==> src/assert_macros.svh <==
// Assertion macros shared by the location hash modules.
`ifndef ASSERT_MACROS_SVH
`define ASSERT_MACROS_SVH
`ifndef NO_ASSERTIONS
`define ASSERT_ALWAYS(label, expr, msg) \
    label: assert property (@(posedge clk) disable iff (!rst_n) (expr)) else $error(msg);
`define ASSERT_IMPLIES(label, ante, cons, msg) \
    label: assert property (@(posedge clk) disable iff (!rst_n) (ante) |-> (cons)) else $error(msg);
`else
`define ASSERT_ALWAYS(label, expr, msg)
`define ASSERT_IMPLIES(label, ante, cons, msg)
`endif
`endif

==> src/ffl_pkg.sv <==
// Types, constants and helper functions for the fuse filter location hash.
`default_nettype none
package ffl_pkg;

    localparam int KEY_W       = 64;
    localparam int NODE_W      = 32;
    localparam int SLOT_W      = 3;
    localparam int ARITY_W     = 4;
    localparam int SEG_COUNT_W = 11;
    localparam int SEG_LEN_W   = 22;
    localparam int CFG_IDX_W   = 2;
    localparam int CFG_DATA_W  = 22;

    localparam int ARITY_LIMIT   = 8;
    localparam int MAX_ARITY_DEF = 8;
    localparam int Q_DEPTH       = 2;

    localparam logic [ARITY_W-1:0]     ARITY_RST     = 4'd3;
    localparam logic [SEG_COUNT_W-1:0] SEG_COUNT_RST = 11'd100;
    localparam logic [SEG_LEN_W-1:0]   SEG_LEN_RST   = 22'd1024;

    localparam logic [63:0] PCG_MULT = 64'd6364136223846793005;

    typedef enum logic [CFG_IDX_W-1:0] {
        CFG_ARITY     = 2'd0,
        CFG_SEG_COUNT = 2'd1,
        CFG_SEG_LEN   = 2'd2
    } cfg_idx_t;

    typedef struct packed {
        logic [ARITY_W-1:0]     arity;
        logic [SEG_COUNT_W-1:0] seg_count;
        logic [SEG_LEN_W-1:0]   seg_len;
    } cfg_t;

    // One classified key waiting for the back end; n is the number of locations.
    typedef struct packed {
        logic [KEY_W-1:0]   key;
        logic [ARITY_W-1:0] n;
    } q_item_t;

    typedef logic [63:0] jump_tab_t [ARITY_LIMIT];

    // Entry i holds the multiplier that advances the generator by i+1 steps.
    function automatic jump_tab_t build_jump_mult();
        jump_tab_t   t;
        logic [63:0] m;
        m = PCG_MULT;
        for (int i = 0; i < ARITY_LIMIT; i++) begin
            t[i] = m;
            m    = m * PCG_MULT;
        end
        return t;
    endfunction

    // Entry i holds the additive term of the same i+1 step jump.
    function automatic jump_tab_t build_jump_add();
        jump_tab_t   t;
        logic [63:0] c;
        c = 64'd1;
        for (int i = 0; i < ARITY_LIMIT; i++) begin
            t[i] = c;
            c    = c * PCG_MULT + 64'd1;
        end
        return t;
    endfunction

    localparam jump_tab_t JUMP_MULT = build_jump_mult();
    localparam jump_tab_t JUMP_ADD  = build_jump_add();

    // Xorshift-high followed by a random rotate of the generator state.
    function automatic logic [31:0] xsh_rr(input logic [63:0] s);
        logic [31:0] xs;
        logic [4:0]  rot;
        logic [4:0]  lrot;
        xs   = 32'(((s >> 18) ^ s) >> 27);
        rot  = s[63:59];
        lrot = 5'd0 - rot;
        return (xs >> rot) | (xs << lrot);
    endfunction

endpackage
`default_nettype wire

==> src/ffl_cfg.sv <==
// Configuration register file for arity, segment count and segment length.
`default_nettype none
module ffl_cfg (
    input  wire logic                          clk,
    input  wire logic                          rst_n,
    input  wire logic                          cfg_valid,
    output logic                               cfg_ready,
    input  wire logic [ffl_pkg::CFG_IDX_W-1:0]  cfg_index,
    input  wire logic [ffl_pkg::CFG_DATA_W-1:0] cfg_data,
    output ffl_pkg::cfg_t                      cfg
);
    import ffl_pkg::*;

    cfg_t cfg_reg;
    cfg_t cfg_next;

    assign cfg_ready = 1'b1;
    assign cfg       = cfg_reg;

    always_comb
    begin
        cfg_next = cfg_reg;
        if (cfg_valid)
        begin
            unique case (cfg_idx_t'(cfg_index))
                CFG_ARITY:     cfg_next.arity     = cfg_data[ARITY_W-1:0];
                CFG_SEG_COUNT: cfg_next.seg_count = cfg_data[SEG_COUNT_W-1:0];
                CFG_SEG_LEN:   cfg_next.seg_len   = cfg_data[SEG_LEN_W-1:0];
                default:       cfg_next = cfg_reg;
            endcase
        end
    end

    always_ff @(posedge clk or negedge rst_n)
    begin
        if (!rst_n)
        begin
            cfg_reg.arity     <= ARITY_RST;
            cfg_reg.seg_count <= SEG_COUNT_RST;
            cfg_reg.seg_len   <= SEG_LEN_RST;
        end
        else
        begin
            cfg_reg <= cfg_next;
        end
    end

endmodule
`default_nettype wire

==> config.mk <==
export PLATFORM = sky130hd
export DESIGN_NAME = ffl_cfg
export DESIGN_NICKNAME = d
export VERILOG_FILES = /design/src/assert_macros.svh /design/src/ffl_pkg.sv /design/src/ffl_cfg.sv
export SDC_FILE = /design/constraint.sdc
export NUM_CORES = 1
export LEC_CHECK = 0
export BUFFER_PORTS_ARGS = -buffer_cell sky130_fd_sc_hd__buf_4
export CORE_MARGIN = 1
export CORE_UTILIZATION = 47
export DETAILED_ROUTE_END_ITERATION = 7
export MAX_ROUTING_LAYER = met4
export PLACE_DENSITY = 0.79
export SYNTH_ARGS = -nofsm -noshare
export SYNTH_HDL_FRONTEND = slang
export SYNTH_SLANG_ARGS = --single-unit
==> constraint.sdc <==
create_clock -name clk -period 1 [get_ports clk]
set_clock_uncertainty 0.1 [all_clocks]
set_input_delay 0.2 -clock clk [delete_from_list [all_inputs] [get_ports clk]]
set_output_delay 0.2 -clock clk [all_outputs]
set_load 0.02 [all_outputs]
==> impl_summary.md <==
Layout
The final cell count without fillers is 240. The flip-flop count of the largest register, all copies and words added is 37. Fill cells in the final layout number 132. For this run, the share of the core covered by cells in the final layout is approximately nine tenths. Compared with the post-synthesis result, the final layout area differs by 76.89%.

The fraction of layout instances using a drive strength above 1 is between 70% and 80%. The most frequent standard cell in the layout excluding fill and tap cells is sky130_fd_sc_hd__buf_6. The top cell types in the final layout, fill and taps aside, are sky130_fd_sc_hd__buf_6, sky130_fd_sc_hd__buf_4, sky130_fd_sc_hd__mux2_4, sky130_fd_sc_hd__dfrtp_1, sky130_fd_sc_hd__dlygate4sd3_1. The final-stage net count is 222.

The antenna diode instance count is 0.

GRT
The aggregate global routing overflow is 0. The all-layer global routing usage is 25.36%. The largest net degree at the start of global routing is 38. The wire length of the first global-routing pass is slightly above 6000 um. The number of antenna violations at the first check in global routing is 0. The number of global-route vias before repair is roughly 1,200.

Routing
Summed over all layers, the routed wires come to roughly 4700 um. The detailed router finished its first iteration with 29 violations. In the routed layout, each cell is associated on average with a via count of approximately 4.8.

The total DRC errors in the routed layout is 0. The first detailed-routing pass took 4 iterations. Detailed routing inserted a total of about 1,200 vias.

The final routed wire length divided by cell count is slightly below 20 um. The remaining antenna violation count after routing is 0.

Setup path
Measured in cells, the most critical reg-to-reg path has a length of 2. The critical path goes through buf_6. Data on the critical path is required at its endpoint by about 0.70 ns. The reg-to-reg setup timing slack is -0.05 ns.

The worst setup path is launched from a flop. The startpoint of the worst-slack reg-to-reg timing path is cfg[30]. The capture instance of the worst register-to-register path is cfg[30]. Data arrives at the worst endpoint at between 1 and 1.5 ns. Broken down by cell family, the worst path's largest delay share belongs to flip-flops. The element type at the critical path end is a primary output.

The delay contributed by the slowest stage of the critical path is ~0.6 ns. By startpoint and endpoint, the worst setup path is classified as reg -> out. The maximum fanout along the worst path is 2. The highest-delay cell along the critical path is sky130_fd_sc_hd__dfstp_2. Together, buffers and inverters on the worst path number 1.

Floorplanning
The total die area is ~3500 um2. The core outline area is just over 3000 um2. The die height is about 60 um. The width of the die is between 50 and 60 um. The initial core utilization is 50.08%. The floorplan has 20 rows.

between 60 and 70 I/O pins were placed.

Pwr
For this design the static power due to leakage is approximately 1.4 nW. The power per unit of standard cell area is between 1500 and 2000 nW/um2. The worst-case IR drop observed on VDD is between 0.001 and 0.0015 V.

STA
Setup slack on the critical path of the routed design comes to -0.3815 ns. Setup violations remaining at the end of the flow were counted as 52. Subtracting the final worst setup slack from the clock period gives roughly 1.4 ns. The count of endpoints failing hold in the final timing report is 0.

The fmax is approximately 720 MHz. The part of the cycle the worst path needs is 138.2%. Setup repair after global routing could not meet its margin everywhere.

The total count of max-transition violations in the final report is 0.

Yosys
The Yosys warning count is 0. After synthesis, the netlist uses 10 different library cells. The post-synthesis average cell area is between 15 and 20 um2. Counting flops and latches in the post-synthesis netlist gives 37.

The cell count after synthesis came out at 82. In this run the cell area of the synthesized design comes to 1554 um2. Sequential cells were found to cover around three fifths of the synthesized design area. When the netlist entered floorplanning its net count stood at approximately 110.

Placement
The quantity of I/O buffers inserted on ports is 63. The total placed cells including tap cells is 190. The placer's final routability congestion estimate is between 0.7 and 0.8.

The HPWL after detailed placement is 2169 um.

Min path
For hold timing, the worst endpoint is cfg[36]. The tightest min-delay check is of the in -> reg type. The start point of the worst hold path is cfg_data[3]. The worst hold path passes through 2 cells.

Clocking
The CTS tree is built. The clock transition at the registers of the reported paths is ~0.14 ns. At the later pin of the worst-skew pair, clock insertion delay measures roughly 0.35 ns. Clock tree synthesis selected as its root buffer the cell sky130_fd_sc_hd__clkbuf_4. The number of levels in the clock H-tree is 2. The deepest clock path buffer count is 2. The number of clock buffers added by TritonCTS is 5.

The clock drives 37 sinks.

Run status
The run finished, with violations left. The final reports fail on negative setup slack.

Run
Across the run, the number of max-cap violations was 0.
power by group:
part | switching [mW] | internal (mW) | leakage (nW) | total (mW)
clock | 0.569 | 0.530 | 0.0414 | 1.10
sequential | 0.261 | 1.81 | 0.430 | 2.08
combinational | 0.783 | 1.27 | 0.926 | 2.05
timing repair:
action | 4_1_cts | 5_1_grt
endpoints found under the hold margin | 57 | 5
hold buffers | 20 | 2
resized for setup | 37 | 12
setup buffers | 13 | 11
endpoints found under the setup margin | 37 | 50
cell usage after synthesis:
master / n / share of area [%]
sky130_fd_sc_hd__mux2_4: 30 / 29
sky130_fd_sc_hd__buf_6: 3 / 2.2
sky130_fd_sc_hd__dfrtp_1: 31 / 50
sky130_fd_sc_hd__dfstp_2: 6 / 10
sky130_fd_sc_hd__conb_1: 1 / 0.24
sky130_fd_sc_hd__nand3b_1: 1 / 0.48
sky130_fd_sc_hd__nor3b_4: 1 / 1.2
sky130_fd_sc_hd__buf_4: 1 / 0.48
sky130_fd_sc_hd__nand3b_4: 1 / 1.3
sky130_fd_sc_hd__mux2_2: 7 / 5.1
cells by family after synthesis:
| family | synth area share (%) |
|---|---|
| multiplexers | 34.06 |
| flip-flops | 60.06 |
| other | 0.2413 |
| buffers and inverters | 2.657 |
| AND/OR/NAND/NOR | 2.979 |
per-layer routing:
| layer | global-route usage [%] | wire length, um |
|---|---|---|
| met1 | 28.29 | 1778 |
| met2 | 42.38 | 2508 |
| met3 | 7.205 | 215 |
| met4 | 10.96 | 152 |
| met5 | - | 0 |
per-stage QoR:
stage                     instance area, um2  setup TNS, ns  total power, mW  hold slack (ns)  worst slack (ns)
after floorplan                         1562         -1.029            2.797          -0.1956          -0.05156
after global placement                  2111         -7.533            3.422          0.07431           -0.2293
after detailed placement                2111         -8.059            3.462          0.07950           -0.2679
after CTS                               2631         -7.963            4.928         0.002419           -0.3308
after global routing                    2749         -10.63            5.417       -0.0001255           -0.4154
final                                   2749         -8.898            5.225          0.02407           -0.3815
final cells by class:
type,instances,area (um2),share of cell area (%)
Timing Repair Buffer,110,1090,39.65
Sequential cell,37,933.4,33.96
Multi-Input combinational cell,41,586.8,21.35
Tap cell,44,55.05,2.003
Clock inverter,3,46.29,1.684
Clock buffer,5,37.54,1.365
how the worst max path moves through the flow:
stage                     depth (start not counted)          from  endpoint  slack (ns)
final                                             1       cfg[28]   cfg[28]       -0.38
after CTS                                         1       cfg[24]   cfg[24]       -0.33
after global routing                              1       cfg[28]   cfg[28]       -0.42
after global placement                            4  cfg_index[1]   cfg[25]       -0.23
after detailed placement                          4  cfg_index[1]   cfg[23]       -0.27
after floorplan                                   3  cfg_index[1]   cfg[22]       -0.05
Power figures use the tool's default switching activity.
