<file path="src/assert_macros.svh">
// Assertion macros shared by the location hash modules.
`ifndef ASSERT_MACROS_SVH
`define ASSERT_MACROS_SVH
`ifndef NO_ASSERTIONS
`define ASSERT_ALWAYS(label, expr, msg) \
    label: assert property (@(posedge clk) disable iff (!rst_n) (expr)) else $error(msg);
`define ASSERT_IMPLIES(label, ante, cons, msg) \
    label: assert property (@(posedge clk) disable iff (!rst_n) (ante) |-> (cons)) else $error(msg);
`else
`define ASSERT_ALWAYS(label, expr, msg)
`define ASSERT_IMPLIES(label, ante, cons, msg)
`endif
`endif

</file>
<file path="src/ffl_pkg.sv">
// Types, constants and helper functions for the fuse filter location hash.
`default_nettype none
package ffl_pkg;

    localparam int KEY_W       = 64;
    localparam int NODE_W      = 32;
    localparam int SLOT_W      = 3;
    localparam int ARITY_W     = 4;
    localparam int SEG_COUNT_W = 11;
    localparam int SEG_LEN_W   = 22;
    localparam int CFG_IDX_W   = 2;
    localparam int CFG_DATA_W  = 22;

    localparam int ARITY_LIMIT   = 8;
    localparam int MAX_ARITY_DEF = 8;
    localparam int Q_DEPTH       = 2;

    localparam logic [ARITY_W-1:0]     ARITY_RST     = 4'd3;
    localparam logic [SEG_COUNT_W-1:0] SEG_COUNT_RST = 11'd100;
    localparam logic [SEG_LEN_W-1:0]   SEG_LEN_RST   = 22'd1024;

    localparam logic [63:0] PCG_MULT = 64'd6364136223846793005;

    typedef enum logic [CFG_IDX_W-1:0] {
        CFG_ARITY     = 2'd0,
        CFG_SEG_COUNT = 2'd1,
        CFG_SEG_LEN   = 2'd2
    } cfg_idx_t;

    typedef struct packed {
        logic [ARITY_W-1:0]     arity;
        logic [SEG_COUNT_W-1:0] seg_count;
        logic [SEG_LEN_W-1:0]   seg_len;
    } cfg_t;

    // One classified key waiting for the back end; n is the number of locations.
    typedef struct packed {
        logic [KEY_W-1:0]   key;
        logic [ARITY_W-1:0] n;
    } q_item_t;

    typedef logic [63:0] jump_tab_t [ARITY_LIMIT];

    // Entry i holds the multiplier that advances the generator by i+1 steps.
    function automatic jump_tab_t build_jump_mult();
        jump_tab_t   t;
        logic [63:0] m;
        m = PCG_MULT;
        for (int i = 0; i < ARITY_LIMIT; i++) begin
            t[i] = m;
            m    = m * PCG_MULT;
        end
        return t;
    endfunction

    // Entry i holds the additive term of the same i+1 step jump.
    function automatic jump_tab_t build_jump_add();
        jump_tab_t   t;
        logic [63:0] c;
        c = 64'd1;
        for (int i = 0; i < ARITY_LIMIT; i++) begin
            t[i] = c;
            c    = c * PCG_MULT + 64'd1;
        end
        return t;
    endfunction

    localparam jump_tab_t JUMP_MULT = build_jump_mult();
    localparam jump_tab_t JUMP_ADD  = build_jump_add();

    // Xorshift-high followed by a random rotate of the generator state.
    function automatic logic [31:0] xsh_rr(input logic [63:0] s);
        logic [31:0] xs;
        logic [4:0]  rot;
        logic [4:0]  lrot;
        xs   = 32'(((s >> 18) ^ s) >> 27);
        rot  = s[63:59];
        lrot = 5'd0 - rot;
        return (xs >> rot) | (xs << lrot);
    endfunction

endpackage
`default_nettype wire

</file>
<file path="src/ffl_queue.sv">
// Short queue of classified keys between the front and back ends.
`default_nettype none
`include "assert_macros.svh"
module ffl_queue (
    input  wire logic             clk,
    input  wire logic             rst_n,
    input  wire logic             push,
    input  wire ffl_pkg::q_item_t push_item,
    output logic                  full,
    input  wire logic             pop,
    output logic                  head_valid,
    output ffl_pkg::q_item_t      head_item
);
    import ffl_pkg::*;

    localparam int PtrW = (Q_DEPTH > 1) ? $clog2(Q_DEPTH) : 1;
    localparam int CntW = $clog2(Q_DEPTH + 1);
    localparam logic [PtrW-1:0] PtrLast = PtrW'(Q_DEPTH - 1);
    localparam logic [CntW-1:0] CntFull = CntW'(Q_DEPTH);

    q_item_t          entries_reg [Q_DEPTH];
    logic [PtrW-1:0]  wr_ptr_reg, wr_ptr_next;
    logic [PtrW-1:0]  rd_ptr_reg, rd_ptr_next;
    logic [CntW-1:0]  count_reg, count_next;

    assign full       = (count_reg == CntFull);
    assign head_valid = (count_reg != '0);
    assign head_item  = entries_reg[rd_ptr_reg];

    always_comb
    begin
        wr_ptr_next = wr_ptr_reg;
        rd_ptr_next = rd_ptr_reg;
        count_next  = count_reg;
        if (push)
        begin
            wr_ptr_next = (wr_ptr_reg == PtrLast) ? '0 : wr_ptr_reg + 1'b1;
        end
        if (pop)
        begin
            rd_ptr_next = (rd_ptr_reg == PtrLast) ? '0 : rd_ptr_reg + 1'b1;
        end
        if (push && !pop)
        begin
            count_next = count_reg + 1'b1;
        end
        else if (pop && !push)
        begin
            count_next = count_reg - 1'b1;
        end
    end

    always_ff @(posedge clk or negedge rst_n)
    begin
        if (!rst_n)
        begin
            wr_ptr_reg <= '0;
            rd_ptr_reg <= '0;
            count_reg  <= '0;
        end
        else
        begin
            wr_ptr_reg <= wr_ptr_next;
            rd_ptr_reg <= rd_ptr_next;
            count_reg  <= count_next;
        end
    end

    always_ff @(posedge clk)
    begin
        if (push)
        begin
            entries_reg[wr_ptr_reg] <= push_item;
        end
    end

    `ASSERT_ALWAYS(a_q_count_bound, count_reg <= CntFull, "queue count above depth")
    `ASSERT_IMPLIES(a_q_pop_nonempty, pop, count_reg != '0, "pop from empty queue")
    `ASSERT_IMPLIES(a_q_push_room, push, !full || pop, "push into full queue")

endmodule
`default_nettype wire

</file>
<file path="config.mk">
export PLATFORM = sky130hd
export DESIGN_NAME = ffl_queue
export DESIGN_NICKNAME = d
export VERILOG_FILES = /design/src/ffl_pkg.sv /design/src/ffl_queue.sv
export VERILOG_INCLUDE_DIRS = /design/src /design/src/src
export SDC_FILE = /design/constraint.sdc
export NUM_CORES = 1
export LEC_CHECK = 0
export BUFFER_PORTS_ARGS = -buffer_cell sky130_fd_sc_hd__buf_2
export CAP_MARGIN = 20
export CORE_ASPECT_RATIO = 1.75
export CORE_UTILIZATION = 58
export CTS_BUF_LIST = sky130_fd_sc_hd__clkbuf_2
export DETAILED_ROUTE_END_ITERATION = 6
export PLACE_DENSITY_LB_ADDON = 0.2
export SYNTH_ARGS = -nofsm -noshare
export SYNTH_HDL_FRONTEND = slang
export SYNTH_SLANG_ARGS = --single-unit
</file>
<file path="constraint.sdc">
create_clock -name clk -period 11.6 [get_ports clk]
set_clock_uncertainty 0.05 [all_clocks]
set_input_delay 1.16 -clock clk [delete_from_list [all_inputs] [get_ports clk]]
set_output_delay 1.16 -clock clk [all_outputs]
set_load 0.01 [all_outputs]
</file>
==> flow_metrics.py, run 1 <==
metrics = {
    "drt": {
        "detailroute.via_count": 2617,
        "dr.pass1.iters": 4,
        "drt-total-wl_um": 8200,
        "post_drt_wl_per_cell_um": 16.1,
        "via_per_inst": 5.13,
        "postRouteAntennaNets": 0,
        "detail_route.iter0.violations": 119,
        "drcViolationCount": 0,
    },
    "die": {
        "fp.dieArea_um2": 9250,
        "core_area_um2": 8610,
        "rows": 45,
        "io_pins": 142,
        "initial_core_utilization": 0.597,
        "die_w_um": 73.2,
        "chipHeight_um": 127,
    },
    "setup_path": {
        "critical_path.cell_chain": "mux2_2 > buf_2",
        "critical_path.max_stage_delay_ns": 1.09,
        "arrival_ns": 2.36,
        "r2r-start": "wr_ptr_reg$_DFFE_PN0P_",
        "critical_path.reg2reg.endpoint": "entries_reg[0][9]$_DFFE_PP_",
        "crit_path_top_delay_cell": "dfrtp_4",
        "ff2ff_setup_slack_ns": 9.52,
        "critPathCaptureType": "primary output",
        "worst_setup_path_start_kind": "flip-flop",
        "crit_path_max_fanout": 69,
        "required_ns": 10.39,
        "reg2regPathDepth": 2,
        "crit_type": "reg -> out",
    },
    "clock_tree": {
        "post_cts.repair.setup_buffers": 0,
        "clock_tree_from_tritoncts": "done",
        "tritoncts.num_buffers": 17,
        "worst_setup_hold_path_clk_slew_ns": 0.17,
        "clock_path_buffers": 2,
        "cts_h_tree_depth": 4,
        "post_cts_resize_count": 0,
        "master_cell_of_the_clock_root_buffer": "clkbuf_2",
        "clock_latency_ns": 0.62,
        "cts_hold_buf": 0,
        "cts.sinks": 140,
    },
    "sta": {
        "finalMaxSlewViolations": 0,
        "fmax_mhz": 280,
        "final-hold-violation-count": 0,
        "setup_viol": 0,
        "totalNegativeSetupSlack_ns": 0,
        "period_utilization": 0.308,
        "timing.slew.headroom": 0.354,
        "hold_slack_ns": 0.248,
        "layout_min_cycle_time_ns": 3.57,
        "max_slew.worst_pin.slew_ns": 0.969,
        "finalWorstSetupSlack_ns": 8.03,
        "grt_setup_unrepaired": "no",
    },
    "power_and_ir_drop": {
        "ir_drop_mv": 0.199,
        "power.total_uw": 1370,
        "power.combinational.fraction": 0.280,
        "power.sequential.fraction": 0.544,
        "p_leak_uw": 0.00237,
        "power_switching_uw": 401,
        "power_frac_clock": 0.176,
        "netSwitchingFraction": 0.293,
        "power-per-cell-area_nw_per_um2": 222,
        "internal_power_uw": 967,
    },
    "synthesis": {
        "number_of_synthesis_warnings": 0,
        "postSynthCellCount": 228,
        "synth_sequential_area_ratio": 0.814,
        "avgSynthCellArea_um2": 22.5,
        "synth.net_count": 301,
        "ys_types": 15,
        "ys_seq_elements": 140,
        "syn_area_um2": 5140,
    },
    "global_routing": {
        "groute.usage.overall": 0.188,
        "grt_antenna_before_repair": 1,
        "grt_pass1_vias": 2556,
        "gr-total-overflow": 0,
        "grt_pass1_wl_um": 12000,
        "grt_start_max_net_pins": 70,
    },
    "cells_and_area": {
        "nFillCells": 570,
        "drive_gt1_frac": 0.610,
        "mostFrequentLayoutCell": "buf_2",
        "area.growth.synth_to_final_pct": 19.6,
        "final_cell_mix": "buf_2, edfxtp_1, mux2_2, clkbuf_2, mux2_4",
        "largest_register_ff_count": 136,
        "design.final.nets": 454,
    },
    "placed_design": {
        "estimated_wirelength_of_the_detail_placed_design_um": 5340,
        "place_congestion": 0.726,
        "numPortBuffers": 141,
        "dpl_worst_slack_ns": 8.63,
    },
    "worst_hold_path": {
        "holdCritPathClass": "in -> async",
    },
    "run_status": {
        "outcome": "finished clean",
    },
    "flow_run": {
        "maxCapViolations": 0,
    },
}
through the flow:
step | area (um2) | std cells | utilization
detailed placement | 5950 | 479 | 0.691
floorplan | 5140 | 228 | -
CTS | 6150 | 509 | 0.713
finish | 6150 | 510 | 0.714
global placement | 5950 | 479 | 0.691
global route | 6150 | 510 | 0.714
synth_stat cells, drive strengths merged:
master  count  area (um2)
dfrtp       4         100
and2        1        6.26
xor2        4        35.0
nor2b       2        12.5
ha          1        12.5
or2         1        6.26
nor2        1        3.75
inv         1        3.75
buf         8        62.6
mux2       68         803
edfxtp    136        4080
xnor2       1        8.76
cell families after synthesis:
| logic type | after synthesis | share of synthesized area |
|---|---|---|
| multiplexers | 68 | 0.156 |
| flip-flops | 140 | 0.814 |
| adder cells (fa/ha/maj) | 1 | 0.00243 |
| AND/OR/NAND/NOR | 5 | 0.00560 |
| XOR/XNOR | 5 | 0.00852 |
| buffers and inverters | 9 | 0.0129 |
critical path: cells and delay by family, from the launching register on:
kind | cells | cell delay, ns
multiplexers | 1 | 0.44
flip-flops | 1 | 1.09
buffers and inverters | 1 | 0.14
routing by layer:
layer,part of all wire,vias to the layer above,GRT usage
li1,-,1218,-
met4,0.024,0,0.103
met1,0.35,1276,0.189
met3,0.068,12,0.0929
met5,0,-,0
met2,0.56,111,0.310
how the worst max path moves through the flow:
stage	startpoint	cells past startpoint	slack (ns)	end
after floorplan	push	1	6.90	entries_reg[0][0]$_DFFE_PP_
final	rd_ptr_reg$_DFFE_PN0P_	2	8.03	head_item[23]
after global placement	push	3	8.64	entries_reg[0][10]$_DFFE_PP_
after detailed placement	push	3	8.63	entries_reg[0][58]$_DFFE_PP_
after global routing	rd_ptr_reg$_DFFE_PN0P_	2	7.85	head_item[2]
after CTS	rd_ptr_reg$_DFFE_PN0P_	2	7.93	head_item[2]
area by class of cell:
class | instances | area, um2 | share of cell area
sequential | 140 | 4190 | 0.681
multi-input combinational | 79 | 898 | 0.146
timing repair buffer | 142 | 713 | 0.116
tap | 117 | 146 | 0.0238
clock inverter | 12 | 106 | 0.0173
clock buffer | 18 | 90.1 | 0.0147
inverter | 1 | 3.75 | 0.000611
antenna | 1 | 2.50 | 0.000407
power groups by stage:
stage               Sequential, uW  Combinational (uW)  Clock, uW
finish                         744                 383        241
global route                   758                 410        268
CTS                            747                 389        251
detailed placement             760                 388          0
global placement               753                 385          0
floorplan                      707                 299          0
(Power assumes the default switching activity.)
==> run 2, diff against run 1 <==
--- a/config.mk
+++ b/config.mk
@@ -9,7 +9,7 @@
 export BUFFER_PORTS_ARGS = -buffer_cell sky130_fd_sc_hd__buf_2
 export CAP_MARGIN = 20
 export CORE_ASPECT_RATIO = 1.75
-export CORE_UTILIZATION = 58
+export CORE_UTILIZATION = 54
 export CTS_BUF_LIST = sky130_fd_sc_hd__clkbuf_2
 export DETAILED_ROUTE_END_ITERATION = 6
 export PLACE_DENSITY_LB_ADDON = 0.2
==> constraint.sdc (replaced) <==
create_clock -name clk -period 3.3 [get_ports clk]
set_clock_uncertainty 0.05 [all_clocks]
set_input_delay 0.33 -clock clk [delete_from_list [all_inputs] [get_ports clk]]
set_output_delay 0.33 -clock clk [all_outputs]
set_load 0.01 [all_outputs]
==> flow_metrics.py, run 2 (synthesis gave the netlist of run 1 again) <==
metrics = {
    "run_status": {
        "outcome": "finished clean",
    },
    "flow_run": {
        "maxCapViolations": 0,
    },
    "setup_path": {
        "arrival_ns": 2.36,
        "required_ns": 2.92,
        "worst_setup_path_start_kind": "flip-flop",
        "crit_path_max_fanout": 69,
        "ff2ff_setup_slack_ns": 1.61,
        "r2r-start": "wr_ptr_reg$_DFFE_PN0P_",
        "critical_path.reg2reg.endpoint": "entries_reg[1][31]$_DFFE_PP_",
        "crit_type": "reg -> out",
        "reg2regPathDepth": 1,
        "critPathCaptureType": "primary output",
    },
    "drt": {
        "detailroute.via_count": 2836,
        "detail_route.iter0.violations": 84,
        "post_drt_wl_per_cell_um": 15.9,
        "postRouteAntennaNets": 0,
        "via_per_inst": 4.83,
        "drt-total-wl_um": 9350,
        "drcViolationCount": 0,
        "dr.pass1.iters": 4,
    },
    "clock_tree": {
        "clock_path_buffers": 2,
        "clock_latency_ns": 0.64,
        "post_cts_resize_count": 0,
        "clock_tree_from_tritoncts": "done",
        "tritoncts.num_buffers": 17,
        "master_cell_of_the_clock_root_buffer": "clkbuf_2",
        "cts_hold_buf": 72,
        "post_cts.repair.setup_buffers": 0,
        "worst_setup_hold_path_clk_slew_ns": 0.20,
        "cts.sinks": 140,
        "cts_h_tree_depth": 4,
    },
    "power_and_ir_drop": {
        "ir_drop_mv": 0.482,
        "p_leak_uw": 0.00271,
        "power-per-cell-area_nw_per_um2": 736,
    },
    "sta": {
        "setup_viol": 0,
        "finalWorstSetupSlack_ns": 0.564,
        "max_slew.worst_pin.slew_ns": 0.977,
        "layout_min_cycle_time_ns": 2.74,
        "finalMaxSlewViolations": 0,
        "period_utilization": 0.829,
        "totalNegativeSetupSlack_ns": 0,
        "grt_setup_unrepaired": "no",
        "timing.slew.headroom": 0.349,
        "final-hold-violation-count": 0,
        "fmax_mhz": 366,
    },
    "placed_design": {
        "place_congestion": 0.762,
        "dpl_worst_slack_ns": 1.24,
        "estimated_wirelength_of_the_detail_placed_design_um": 5330,
        "numPortBuffers": 141,
    },
    "cells_and_area": {
        "nFillCells": 537,
        "largest_register_ff_count": 136,
        "design.final.nets": 526,
        "mostFrequentLayoutCell": "buf_2",
        "area.growth.synth_to_final_pct": 35.5,
        "final_cell_mix": "buf_2, edfxtp_1, dlygate4sd3_1, mux2_2, clkbuf_2",
        "drive_gt1_frac": 0.526,
    },
    "die": {
        "io_pins": 142,
        "initial_core_utilization": 0.562,
        "chipHeight_um": 131,
        "fp.dieArea_um2": 9930,
        "rows": 46,
        "core_area_um2": 9150,
        "die_w_um": 75.7,
    },
    "global_routing": {
        "grt_start_max_net_pins": 70,
        "gr-total-overflow": 0,
        "grt_pass1_wl_um": 13600,
        "grt_pass1_vias": 2903,
        "grt_antenna_before_repair": 1,
        "groute.usage.overall": 0.199,
    },
    "worst_hold_path": {
        "holdCritStartpoint": "push_item[17]",
        "whs_path_depth": 2,
        "holdCritPathClass": "in -> reg",
        "min_to": "entries_reg[0][17]$_DFFE_PP_",
    },
}
[run 2: cell types whose count changed in the layout (fill, tap and decap cells not counted), sizes merged]
cell / previous run / this run
clkbuf: 18 / 20
clkinvlp: 1 / 2
dlygate4sd3: 0 / 72
bufinv: 2 / 4
clkinv: 9 / 6
[run 2: worst max path at each step]
stage | slack (ns) | endpoint | start | depth (start not counted)
final | 0.56 | head_item[49] | rd_ptr_reg$_DFFE_PN0P_ | 2
after global routing | 0.38 | head_item[14] | rd_ptr_reg$_DFFE_PN0P_ | 2
after CTS | 0.47 | head_item[14] | rd_ptr_reg$_DFFE_PN0P_ | 2
after detailed placement | 1.24 | head_item[14] | rd_ptr_reg$_DFFE_PN0P_ | 2
after global placement | 1.25 | head_item[13] | rd_ptr_reg$_DFFE_PN0P_ | 2
after floorplan | 0.64 | entries_reg[0][0]$_DFFE_PP_ | wr_ptr_reg$_DFFE_PN0P_ | 1
[run 2: metal layers]
layer / routed length [um] / part of all wire / vias up / GRT usage
li1: - / - / 1352 / -
met1: 3370 / 0.36 / 1361 / 0.199
met2: 5260 / 0.56 / 106 / 0.354
met3: 509 / 0.054 / 17 / 0.0759
met4: 218 / 0.023 / 0 / 0.0915
met5: 0 / 0 / - / 0
[run 2: per-stage QoR]
stage	hold slack (ns)	instances	total power, uW	cell area (um2)	utilization
floorplan	-0.0156	228	3530	5140	-
global placement	0.0891	482	4010	5970	0.652
detailed placement	0.0916	482	4040	5970	0.652
CTS	0.249	586	5170	6960	0.760
global route	0.226	587	5390	6960	0.761
finish	0.312	587	5120	6960	0.761
[run 2: area by class of cell]
| cell class | instances | area, um2 | area share |
|---|---|---|---|
| Inverter | 1 | 3.75 | 0.000539 |
| Multi-Input combinational cell | 79 | 898 | 0.129 |
| Tap cell | 120 | 150 | 0.0216 |
| Antenna cell | 1 | 2.50 | 0.000360 |
| Sequential cell | 140 | 4190 | 0.602 |
| Clock inverter | 12 | 171 | 0.0246 |
| Clock buffer | 20 | 100 | 0.0144 |
| Timing Repair Buffer | 214 | 1450 | 0.208 |
[run 2: power breakdown]
group	leakage (uW)	total, uW	internal, uW	switching, uW
Combinational	0.00123	1430	781	651
Clock	0.000161	1070	503	565
Sequential	0.00132	2620	2360	265
[run 2: critical path: stages, from the launching register on]
cell and delay, ns:
dfrtp_4 1.12, mux2_2 0.44, buf_2 0.14
==> run 3, diff against run 2 <==
==> constraint.sdc (replaced) <==
create_clock -name clk -period 2.8 [get_ports clk]
set_clock_uncertainty 0.05 [all_clocks]
set_input_delay 0.28 -clock clk [delete_from_list [all_inputs] [get_ports clk]]
set_output_delay 0.28 -clock clk [all_outputs]
set_load 0.01 [all_outputs]
==> flow_metrics.py, run 3 (synthesis gave the netlist of run 1 again) <==
metrics = {
    "run_status": {
        "outcome": "finished clean",
    },
    "sta": {
        "totalNegativeSetupSlack_ns": 0,
        "grt_setup_unrepaired": "no",
        "finalMaxSlewViolations": 0,
        "max_slew.worst_pin.slew_ns": 0.915,
        "setup_viol": 0,
        "timing.slew.headroom": 0.390,
        "period_utilization": 0.903,
        "layout_min_cycle_time_ns": 2.53,
        "fmax_mhz": 396,
        "final-hold-violation-count": 0,
    },
    "setup_path": {
        "ff2ff_setup_slack_ns": 1.10,
        "arrival_ns": 2.20,
        "required_ns": 2.47,
        "reg2regPathDepth": 1,
        "critical_path.reg2reg.endpoint": "entries_reg[1][1]$_DFFE_PP_",
        "r2r-start": "wr_ptr_reg$_DFFE_PN0P_",
        "worst_setup_path_start_kind": "flip-flop",
        "crit_type": "reg -> out",
        "crit_path_max_fanout": 21,
        "critical_path.endpoint": "head_item[1]",
        "critPathCaptureType": "primary output",
        "worst_setup_path_startpoint": "rd_ptr_reg$_DFFE_PN0P_",
    },
    "clock_tree": {
        "post_cts.repair.setup_buffers": 0,
        "clock_path_buffers": 2,
        "clock_latency_ns": 0.62,
        "cts.sinks": 140,
        "worst_setup_hold_path_clk_slew_ns": 0.17,
        "tritoncts.num_buffers": 17,
        "master_cell_of_the_clock_root_buffer": "clkbuf_2",
        "cts_h_tree_depth": 4,
        "clock_tree_from_tritoncts": "done",
    },
    "die": {
        "core_area_um2": 9150,
        "io_pins": 142,
        "rows": 46,
        "initial_core_utilization": 0.562,
        "die_w_um": 75.7,
        "fp.dieArea_um2": 9930,
        "chipHeight_um": 131,
    },
    "drt": {
        "dr.pass1.iters": 4,
        "postRouteAntennaNets": 0,
        "drt-total-wl_um": 9580,
        "detail_route.iter0.violations": 152,
        "via_per_inst": 4.94,
        "detailroute.via_count": 2913,
        "drcViolationCount": 0,
        "post_drt_wl_per_cell_um": 16.2,
    },
    "cells_and_area": {
        "fin_cells": 590,
        "final_cell_mix": "buf_2, edfxtp_1, dlygate4sd3_1, mux2_2, clkbuf_2",
        "drive_gt1_frac": 0.520,
        "area.growth.synth_to_final_pct": 35.8,
        "postLayoutCoreUtil": 0.763,
        "finalInstanceArea_um2": 6980,
        "design.final.nets": 529,
        "mostFrequentLayoutCell": "buf_2",
        "largest_register_ff_count": 136,
    },
    "power_and_ir_drop": {
        "power.total_uw": 6050,
        "ir_drop_mv": 0.743,
        "power_switching_uw": 1760,
        "internal_power_uw": 4300,
        "power_frac_clock": 0.204,
        "power.combinational.fraction": 0.307,
        "power-per-cell-area_nw_per_um2": 867,
        "p_leak_uw": 0.00270,
        "power.sequential.fraction": 0.489,
        "netSwitchingFraction": 0.290,
    },
    "placed_design": {
        "place_congestion": 0.786,
        "placed_cells": 485,
        "placed_area_um2": 5990,
        "estimated_wirelength_of_the_detail_placed_design_um": 5720,
        "numPortBuffers": 141,
    },
    "global_routing": {
        "grt_antenna_before_repair": 1,
        "grt_pass1_vias": 3038,
        "grt_pass1_wl_um": 14100,
        "groute.usage.overall": 0.205,
        "gr-total-overflow": 0,
        "grt_start_max_net_pins": 69,
    },
    "worst_hold_path": {
        "holdCritPathClass": "in -> reg",
    },
    "flow_run": {
        "maxCapViolations": 0,
    },
}
==> run 3: cell count changes in the layout (fill, tap and decap cells not counted), sizes merged <==
cell / before / now
buf: 142 / 145
clkbuf: 20 / 18
clkinvlp: 2 / 5
clkinv: 6 / 5
==> run 3: final cells by class <==
type | count | area (um2)
diodes | 1 | 2.50
clock buffers | 18 | 90.1
clock inverters | 14 | 176
fillers | 551 | 2170
inverters | 1 | 3.75
multi-input cells | 79 | 898
flip-flops and latches | 140 | 4190
well taps | 120 | 150
repair buffers | 217 | 1470
==> run 3: worst min-delay path by stage <==
stage	startpoint	endpoint	slack, ns	depth (start not counted)
after CTS	push_item[46]	entries_reg[1][46]$_DFFE_PP_	0.21	2
after global placement	rst_n	count_reg[0]$_DFFE_PN0P_	0.04	1
after detailed placement	rst_n	count_reg[1]$_DFFE_PN0P_	0.04	1
final	pop	rd_ptr_reg$_DFFE_PN0P_	0.30	3
after floorplan	rst_n	count_reg[0]$_DFFE_PN0P_	-0.07	0
after global routing	push_item[38]	entries_reg[0][38]$_DFFE_PP_	0.19	2
==> run 3: metal layers <==
| metal | GRT usage | vias to the layer above | wire, um |
|---|---|---|---|
| met4 | 0.0969 | 0 | 142 |
| met3 | 0.0629 | 11 | 465 |
| li1 | - | 1360 | - |
| met2 | 0.367 | 109 | 5580 |
| met1 | 0.210 | 1433 | 3390 |
| met5 | 0 | - | 0 |
==> run 3: metrics by stage <==
step / hold slack [ns] / worst slack, ns
6_report: 0.299 / 0.273
3_3_place_gp: 0.0372 / 1.00
4_1_cts: 0.213 / 0.181
5_1_grt: 0.191 / 0.120
2_1_floorplan: -0.0656 / 0.143
3_5_place_dp: 0.0415 / 0.958
==> run 3: power groups by stage <==
stage | clock network (uW) | logic (uW) | registers [uW]
after floorplan | 0 | 1240 | 2920
after global placement | 0 | 1760 | 2990
after detailed placement | 0 | 1780 | 3020
after CTS | 1270 | 1870 | 2970
after global routing | 1360 | 2010 | 3010
final | 1230 | 1860 | 2960
==> run 3: repair_timing <==
action | 4_1_cts | 5_1_grt
resized for setup | 0 | 0
hold endpoints to repair | 143 | 0
hold buffers | 72 | 0
endpoints found under the setup margin | 0 | 0
==> run 3: worst max-delay path, cell delays in order (launching register included) <==
cell,delay (ns)
dfrtp_4,0.67
buf_4,0.36
mux2_2,0.40
buf_2,0.14
